[config.mk]
export PLATFORM = sky130hd
export DESIGN_NAME = adc_channel_scan_trimmed_sum
export DESIGN_NICKNAME = d
export VERILOG_FILES = /design/src/ascts_pkg.sv /design/src/ascts_core.sv /design/src/ascts_obuf.sv /design/src/adc_channel_scan_trimmed_sum.sv
export SDC_FILE = /design/constraint.sdc
export NUM_CORES = 1
export LEC_CHECK = 0
export BUFFER_PORTS_ARGS = -buffer_cell sky130_fd_sc_hd__buf_2
export CORE_ASPECT_RATIO = 0.9
export CORE_MARGIN = 4
export CORE_UTILIZATION = 30
export CTS_CLUSTER_DIAMETER = 40
export CTS_CLUSTER_SIZE = 10
export DETAILED_ROUTE_END_ITERATION = 8
export MAX_ROUTING_LAYER = met4
export SYNTH_ARGS = -nofsm -noshare
export SYNTH_HDL_FRONTEND = slang
export SYNTH_SLANG_ARGS = --single-unit
[constraint.sdc]
create_clock -name clk -period 12.1 [get_ports clk]
set_input_delay 2.42 -clock clk [delete_from_list [all_inputs] [get_ports clk]]
set_output_delay 2.42 -clock clk [all_outputs]
set_load 0.02 [all_outputs]
[src/ascts_pkg.sv]
// Shared types and constants for the ADC channel scan trimmed-sum block.
`timescale 1ns / 1ps

package ascts_pkg;

	localparam int SAMPLE_W   = 10;
	localparam int SUM_W      = 16;
	localparam int CH_W       = 2;
	localparam int MUX_W      = 8;
	localparam int NUM_MUX    = 4;
	localparam int CFG_IDX_W  = 8;
	localparam int S_TDATA_W  = 16;
	localparam int M_TDATA_W  = 32;

	localparam logic [SAMPLE_W-1:0] SAMPLE_ALL_ONES = '1;

	typedef enum logic {
		OP_SAMPLE  = 1'b0,
		OP_RESTART = 1'b1
	} op_t;

	typedef enum logic [CFG_IDX_W-1:0] {
		REG_MUX_CH0 = 8'd0,
		REG_MUX_CH1 = 8'd1,
		REG_MUX_CH2 = 8'd2,
		REG_MUX_CH3 = 8'd3
	} reg_idx_t;

	typedef struct packed {
		logic             is_start;
		logic [CH_W-1:0]  channel;
		logic [SUM_W-1:0] trimmed_sum;
		logic             scan_done;
		logic [MUX_W-1:0] next_mux;
	} result_t;

endpackage

[src/ascts_core.sv]
// Burst accumulator: running sum, max/min tracking, trim and channel sequencing.
`timescale 1ns / 1ps

module ascts_core #(
	parameter int SAMPLES_PER_CHANNEL = 8,
	parameter int NUM_CHANNELS        = 4
) (
	input  logic                                     clk,
	input  logic                                     arst_n,
	input  logic                                     fire,
	input  logic                                     opcode,
	input  logic [ascts_pkg::SAMPLE_W-1:0]           sample,
	input  logic [ascts_pkg::MUX_W-1:0]              mux_code [ascts_pkg::NUM_MUX],
	output logic                                     res_valid,
	output ascts_pkg::result_t                       res
);
	import ascts_pkg::*;

	localparam int IDX_W = $clog2(SAMPLES_PER_CHANNEL);
	localparam logic [IDX_W-1:0] LAST_IDX = IDX_W'(SAMPLES_PER_CHANNEL - 1);
	localparam logic [CH_W-1:0]  LAST_CH  = CH_W'(NUM_CHANNELS - 1);

	logic [IDX_W-1:0]    idx_q;
	logic [SUM_W-1:0]    sum_q;
	logic [SAMPLE_W-1:0] max_q;
	logic [SAMPLE_W-1:0] min_q;
	logic [CH_W-1:0]     ch_q;

	logic                restart;
	logic                first;
	logic                last;
	logic [SUM_W-1:0]    sum_n;
	logic [SAMPLE_W-1:0] max_n;
	logic [SAMPLE_W-1:0] min_n;
	logic                wrap;
	logic [CH_W-1:0]     ch_n;

	assign restart = (opcode == OP_RESTART);
	assign first   = (idx_q == '0);
	assign last    = (idx_q == LAST_IDX);

	// settling sample at the head of a burst is dropped
	assign sum_n = first ? sum_q : sum_q + SUM_W'(sample);
	assign max_n = (!first && sample > max_q) ? sample : max_q;
	assign min_n = (!first && sample < min_q) ? sample : min_q;

	assign wrap = (ch_q == LAST_CH);
	assign ch_n = wrap ? '0 : ch_q + CH_W'(1);

	always_comb begin
		res_valid = fire && (restart || last);
		if (restart) begin
			res.is_start    = 1'b1;
			res.channel     = '0;
			res.trimmed_sum = '0;
			res.scan_done   = 1'b0;
			res.next_mux    = mux_code[0];
		end else begin
			res.is_start    = 1'b0;
			res.channel     = ch_q;
			res.trimmed_sum = sum_n - (SUM_W'(max_n) + SUM_W'(min_n));
			res.scan_done   = wrap;
			res.next_mux    = mux_code[ch_n];
		end
	end

	always_ff @(posedge clk or negedge arst_n) begin
		if (!arst_n) begin
			idx_q <= '0;
			sum_q <= '0;
			max_q <= '0;
			min_q <= SAMPLE_ALL_ONES;
			ch_q  <= '0;
		end else if (fire) begin
			if (restart || last) begin
				idx_q <= '0;
				sum_q <= '0;
				max_q <= '0;
				min_q <= SAMPLE_ALL_ONES;
				ch_q  <= restart ? '0 : ch_n;
			end else begin
				idx_q <= idx_q + IDX_W'(1);
				sum_q <= sum_n;
				max_q <= max_n;
				min_q <= min_n;
			end
		end
	end

endmodule

[src/ascts_obuf.sv]
// Result register with a skid slot so input keeps flowing under backpressure.
`timescale 1ns / 1ps

module ascts_obuf (
	input  logic               clk,
	input  logic               arst_n,
	input  logic               in_valid,
	input  ascts_pkg::result_t in_data,
	output logic               in_ready,
	output logic               out_valid,
	output ascts_pkg::result_t out_data,
	input  logic               out_ready
);
	import ascts_pkg::*;

	logic    out_valid_q;
	logic    skid_valid_q;
	result_t out_q;
	result_t skid_q;
	logic    out_free;

	assign in_ready  = !skid_valid_q;
	assign out_valid = out_valid_q;
	assign out_data  = out_q;
	assign out_free  = !out_valid_q || out_ready;

	always_ff @(posedge clk or negedge arst_n) begin
		if (!arst_n) begin
			out_valid_q  <= 1'b0;
			skid_valid_q <= 1'b0;
		end else if (out_free) begin
			out_valid_q  <= skid_valid_q || in_valid;
			skid_valid_q <= 1'b0;
		end else if (in_valid) begin
			skid_valid_q <= 1'b1;
		end
	end

	always_ff @(posedge clk) begin
		if (out_free) begin
			if (skid_valid_q) begin
				out_q <= skid_q;
			end else if (in_valid) begin
				out_q <= in_data;
			end
		end else if (in_valid) begin
			skid_q <= in_data;
		end
	end

endmodule

[src/adc_channel_scan_trimmed_sum.sv]
// Top level of the ADC channel scan trimmed-sum block.
`timescale 1ns / 1ps

// Takes converter samples for the current scan channel in bursts of
// SAMPLES_PER_CHANNEL. The first sample of each burst is dropped for settling;
// the rest are summed (mod 2^16) while max and min are tracked, and on the last
// sample of the burst one result is sent: sum minus (max + min), mod 2^16, for
// that channel, the mux code of the next channel round-robin over NUM_CHANNELS,
// and tlast when the pass over all channels completes. A restart transaction
// (tuser = 1) goes back to channel 0 and sends one result with tuser set,
// zero sum and channel 0's mux code. Samples before any restart count as a
// channel 0 burst. Throughput is one transaction per cycle: an input register
// feeds one add/compare/subtract stage into a result register that has a skid
// slot, so s_axis_tready only drops when the skid slot is occupied. With the
// result side free, an accepted transaction goes through the input register
// and then the result register, which drives m_axis_tvalid. Mux codes are
// written through the cfg port (index 0..3, other indexes ignored) and should
// only be changed while the block is idle.

module adc_channel_scan_trimmed_sum #(
	parameter int SAMPLES_PER_CHANNEL = 8,  // 3..64
	parameter int NUM_CHANNELS        = 4   // 1..4
) (
	input  logic                                clk,
	input  logic                                arst_n,
	// input stream
	input  logic                                s_axis_tvalid,
	output logic                                s_axis_tready,
	input  logic [ascts_pkg::S_TDATA_W-1:0]     s_axis_tdata,  // [9:0] sample, rest zero
	input  logic                                s_axis_tuser,  // [0] opcode (1 = restart)
	// result stream
	output logic                                m_axis_tvalid,
	input  logic                                m_axis_tready,
	output logic [ascts_pkg::M_TDATA_W-1:0]     m_axis_tdata,  // [1:0] channel,
	                                                           // [17:2] trimmed_sum,
	                                                           // [25:18] next_mux, rest 0
	output logic                                m_axis_tuser,  // [0] is_start
	output logic                                m_axis_tlast,  // scan_done
	// register writes
	input  logic                                cfg_valid,
	output logic                                cfg_ready,
	input  logic [ascts_pkg::CFG_IDX_W-1:0]     cfg_index,
	input  logic [ascts_pkg::MUX_W-1:0]         cfg_data
);
	import ascts_pkg::*;

	// mux code registers
	logic [MUX_W-1:0] mux_code_q [NUM_MUX];

	// input stage
	logic                valid_s1;
	logic                opcode_s1;
	logic [SAMPLE_W-1:0] sample_s1;

	logic    obuf_ready;
	logic    fire;
	logic    res_valid;
	result_t res;
	result_t out_res;

	assign cfg_ready = 1'b1;

	always_ff @(posedge clk or negedge arst_n) begin
		if (!arst_n) begin
			for (int i = 0; i < NUM_MUX; i++) begin
				mux_code_q[i] <= '0;
			end
		end else if (cfg_valid) begin
			case (cfg_index)
				REG_MUX_CH0: mux_code_q[0] <= cfg_data;
				REG_MUX_CH1: mux_code_q[1] <= cfg_data;
				REG_MUX_CH2: mux_code_q[2] <= cfg_data;
				REG_MUX_CH3: mux_code_q[3] <= cfg_data;
				default: ;  // unmapped index: dropped
			endcase
		end
	end

	// the held item moves on whenever the result side has room
	assign fire          = valid_s1 && obuf_ready;
	assign s_axis_tready = !valid_s1 || obuf_ready;

	always_ff @(posedge clk or negedge arst_n) begin
		if (!arst_n) begin
			valid_s1 <= 1'b0;
		end else if (s_axis_tready) begin
			valid_s1 <= s_axis_tvalid;
		end
	end

	always_ff @(posedge clk) begin
		if (s_axis_tready && s_axis_tvalid) begin
			opcode_s1 <= s_axis_tuser;
			sample_s1 <= s_axis_tdata[SAMPLE_W-1:0];
		end
	end

	ascts_core #(
		.SAMPLES_PER_CHANNEL(SAMPLES_PER_CHANNEL),
		.NUM_CHANNELS       (NUM_CHANNELS)
	) u_core (
		.clk      (clk),
		.arst_n   (arst_n),
		.fire     (fire),
		.opcode   (opcode_s1),
		.sample   (sample_s1),
		.mux_code (mux_code_q),
		.res_valid(res_valid),
		.res      (res)
	);

	ascts_obuf u_obuf (
		.clk      (clk),
		.arst_n   (arst_n),
		.in_valid (res_valid),
		.in_data  (res),
		.in_ready (obuf_ready),
		.out_valid(m_axis_tvalid),
		.out_data (out_res),
		.out_ready(m_axis_tready)
	);

	assign m_axis_tdata = {
		(M_TDATA_W - MUX_W - SUM_W - CH_W)'(0),
		out_res.next_mux,
		out_res.trimmed_sum,
		out_res.channel
	};
	assign m_axis_tuser = out_res.is_start;
	assign m_axis_tlast = out_res.scan_done;

endmodule

==> out/metrics.sh <==
CRITICAL_PATH.CELL_CHAIN='ha_1 > a21o_1 > a21o_1 > a21o_1 > a211oi_1 > o211a_1 > mux2i_1 > inv_1 > ha_1 > a21o_1 > a21o_1 > a21o_1 > a21oi_1 > o21ai_0 > xnor2_1 > ha_1 > a21oi_1 > o21ai_0 > o21a_1 > and4_4 > a2111oi_4 > nand3_1 > xnor2_1 > o31ai_1'
TIMING_MAX_TRANSITION_VIOLATIONS_FINAL=0
GLOBAL_ROUTE.OVERFLOW_TOTAL=0
FIRSTDRTPASSITERS=5
ROOT_BUFFER_CELL='clkbuf_16'
POST-ROUTE-DRC-COUNT=0
DRT_ITER0_DRC=365
POST_DRT_VIA_CELL_RATIO=4.85
FINISH.NET_COUNT=885
CP_DATA_ARRIVAL_TIME_NS=6.51
YOSYS_REGISTER_BITS=143
POST_SYNTH_EDFFS=67
GRT_PASS1_VIAS=5441
MIN_PERIOD_OVER_PERIOD_PCT=52.4
SYNTHCELLS=725
CLASS_OF_THE_TIGHTEST_HOLD_OR_REMOVAL_CHECK='register to register'
GRT_FIRST_PASS_WIRELENGTH_UM=29000
POST_SYNTH_TOP_AREA_SHARE_PCT=24.7
CRITICAL_PATH_FANOUT_MAX=20
FINAL_HOLD_VIOL_COUNT=0
CLKSINKCOUNT=143
POSTSYNTHAREAPERCELL_UM2=11.2
WORST_PATH_CLK_SLEW_NS=0.07
WORSTPATHBUFFERINVERTERCOUNT=1
SETUP_VIOL_COUNT_FINAL=0
DESIGN.DIE.AREA_UM2=29900
ANTENNA_FOUND_INITIAL=0
SORT_OF_ELEMENT_AT_THE_START_OF_THE_CRITICAL_PATH='register'
CLOCK_LATENCY_LATE_SINK_NS=0.43
OUTCOME='completed'
MAX_FREQ_MHz=158
INITIAL_UTILIZATION_PCT=30.8
CRITICAL_PATH.SLOWEST_CELL='edfxtp_1'
POST_SYNTH_INSTANCE_AREA_UM2=8150
HTREE_LEVELS=4
NUMBER_OF_HOLD_BUFFERS_ADDED_AFTER_CTS=0
PLACEABLECOREAREA_UM2=26400
GRT.TOTAL_USAGE_PCT=12.5
SYNTHTOPCELLSBYAREA='edfxtp_1 25%, dfrtp_1 20%, ha_1 8.6%'
RSZ0062_AT_GRT='no'
WORSTSETUPPATHTYPE='register to register'
SYNTH_AREA_LEADER_CELL='edfxtp_1'
LEAKAGE_uW=0.00408
CELLPOWERDENSITY_nW_PER_UM2=256
TIGHTESTPINTRANSITION_NS=1.21
CAP_VIOL_MAX_COUNT=0
MAX_SLEW_MARGIN_PCT=18.9
CTS_RESIZED=0
ROWS=56
YOSYSSEQAREASHARE_PCT=48.2
SYNTHESIS.YOSYS.WARNINGS=0
LAYOUT-AREA-OVERHEAD-VS-SYNTH_PCT=14.6
TOTALNEGATIVESETUPSLACK_NS=0
GRT_START_MAX_NET_PINS=53
LAYOUT-DRIVE-GT1-SHARE_PCT=24.2
DIE_W_UM=182
CTS_TREE='done'
YS.FLOP_TYPE='edfxtp_1'
AGGREGATE_ROUTED_WIRE_LENGTH_UM=17500
FINALCLOCKSKEW_NS=0.0147
DATA_REQUIRED_TIME_OF_THE_CRITICAL_PATH_NS=12.26
SETUP_WS_POST_LAYOUT_NS=5.76
TRITONCTS.NUM_BUFFERS=17
CP_SLOWEST_STAGE_DELAY_NS=0.55
PERIOD_MINUS_SLACK_NS=6.34
FP.DIEH_UM=164
CRITICAL_PATH.TOP_DELAY_FAMILY='compound AO/OA/AOI/OAI gates'
YS_ASYNC_SR_FRACTION_PCT=53.1
PORTBUFFERS=61
PRE_CTS_WS_NS=5.74
IR_WORST_VDD_mV=0.124
ANT_NETS=0
CRITPATHMOSTFREQUENTCELL='a21o_1'
PLACE.GP.CONGESTION=0.827
DETAILROUTE.VIA_COUNT=5576
POST_DRT_WL_PER_CELL_UM=15.3
ENDPOINT_KIND='register'
N_ANTENNA_CELL=0
NUM_IO_PINS=75
DP_HPWL_UM=12400
CTS_MAX_PATH_BUFS=2
SYNTHDISTINCTLIBCELLS=70
CTS_SETUP_BUFFERS=0
## per-layer routing
metal	track usage, %	part of all wire (%)
met4	3.27	1.1
met2	17.7	43
met5	-	0
met3	2.64	4.3
met1	18.0	52
## registers in the layout (all words and copies together), names as in the netlist
name and cells:
mux_code_q 32, opcode_s1 1, sample_s1 10, u_core.ch_q 2
u_core.idx_q 3, u_core.max_q 10, u_core.min_q 10, u_core.sum_q 16
u_obuf.out_data 28, u_obuf.out_valid 1, u_obuf.skid_q 28, u_obuf.skid_valid_q 1
valid_s1 1
## cells in the final DEF (no fill, tap or decap), drive strengths merged, types with 3 or more instances in the layout
cell type   n
a211oi     15
a21o       21
a21oi      26
a221oi      8
a22o       10
a31oi       5
and2        3
and3        3
buf        70
clkbuf     17
clkinv      3
conb        7
dfrtp      66
dfstp      10
edfxtp     67
fa          3
ha         56
inv        52
mux2       61
mux2i       3
nand2      67
nand2b      9
nand3      12
nand4       5
nor2       38
nor2b      18
nor3        4
nor3b       3
o211ai      4
o21a        4
o21ai      47
o22a       10
o22ai       9
o31ai       9
xnor2      21
xor2        9
## cells in the mapped netlist (all sizes together) (15+ instances only)
cell and n:
nor2 38, inv 42, nor2b 18, xnor2 21
dfrtp 66, a211oi 15, edfxtp 67, mux2 61
nand2 67, a21o 21, buf 19, a21oi 26
o21ai 47, ha 56
## path summary, 6_finish.rpt
check	start	to	slack [ns]	cells past startpoint
max in group asynchronous	arst_n	u_core.idx_q[0]	9.17	2
max	sample_s1[1]	u_obuf.out_data[23]	5.76	24
min reg2reg	mux_code_q[11]	mux_code_q[11]	0.49	1
max reg2reg	sample_s1[1]	u_obuf.out_data[23]	5.76	24
min in group asynchronous	arst_n	u_core.sum_q[12]	1.90	1
min	mux_code_q[11]	mux_code_q[11]	0.49	1
## where the power goes
part	switching [uW]	leakage, uW	internal, uW
combinational	697	0.00218	522
sequential	35.1	0.00164	639
clock	230	0.000270	269
total	963	0.00408	1430
## final cells by class
cell class                      count  area, um2
Clock buffer                       17        425
Clock inverter                     15        123
Fill cell                        2626      17100
Inverter                           42        158
Multi-Input combinational cell    514       3900
Sequential cell                   143       3930
Tap cell                          348        435
Timing Repair Buffer               70        375
## stage by stage
stage / area, um2 / power (uW) / utilization (%) / std cells / hold slack, ns
6_report: 9340 / 2390 / 35.4 / 1149 / 0.495
2_1_floorplan: 8170 / 1630 / - / 730 / 0.469
3_3_place_gp: 8790 / 1870 / 33.3 / 1117 / 0.481
4_1_cts: 9340 / 2410 / 35.4 / 1149 / 0.498
5_1_grt: 9340 / 2590 / 35.4 / 1149 / 0.508
3_5_place_dp: 8790 / 1890 / 33.3 / 1117 / 0.485
## cells by family after synthesis
logic type	Yosys count	share of synthesized area, %
xor gates and xnor gates	30	3.22
DFF	143	48.2
buffers and inverters	73	4.30
AOI/OAI and AO/OA	180	15.4
muxes	64	8.80
and+or+nand+nor	174	10.6
other	2	0.0922
adders and majority gates	59	9.34
(Power assumes the default switching activity.)
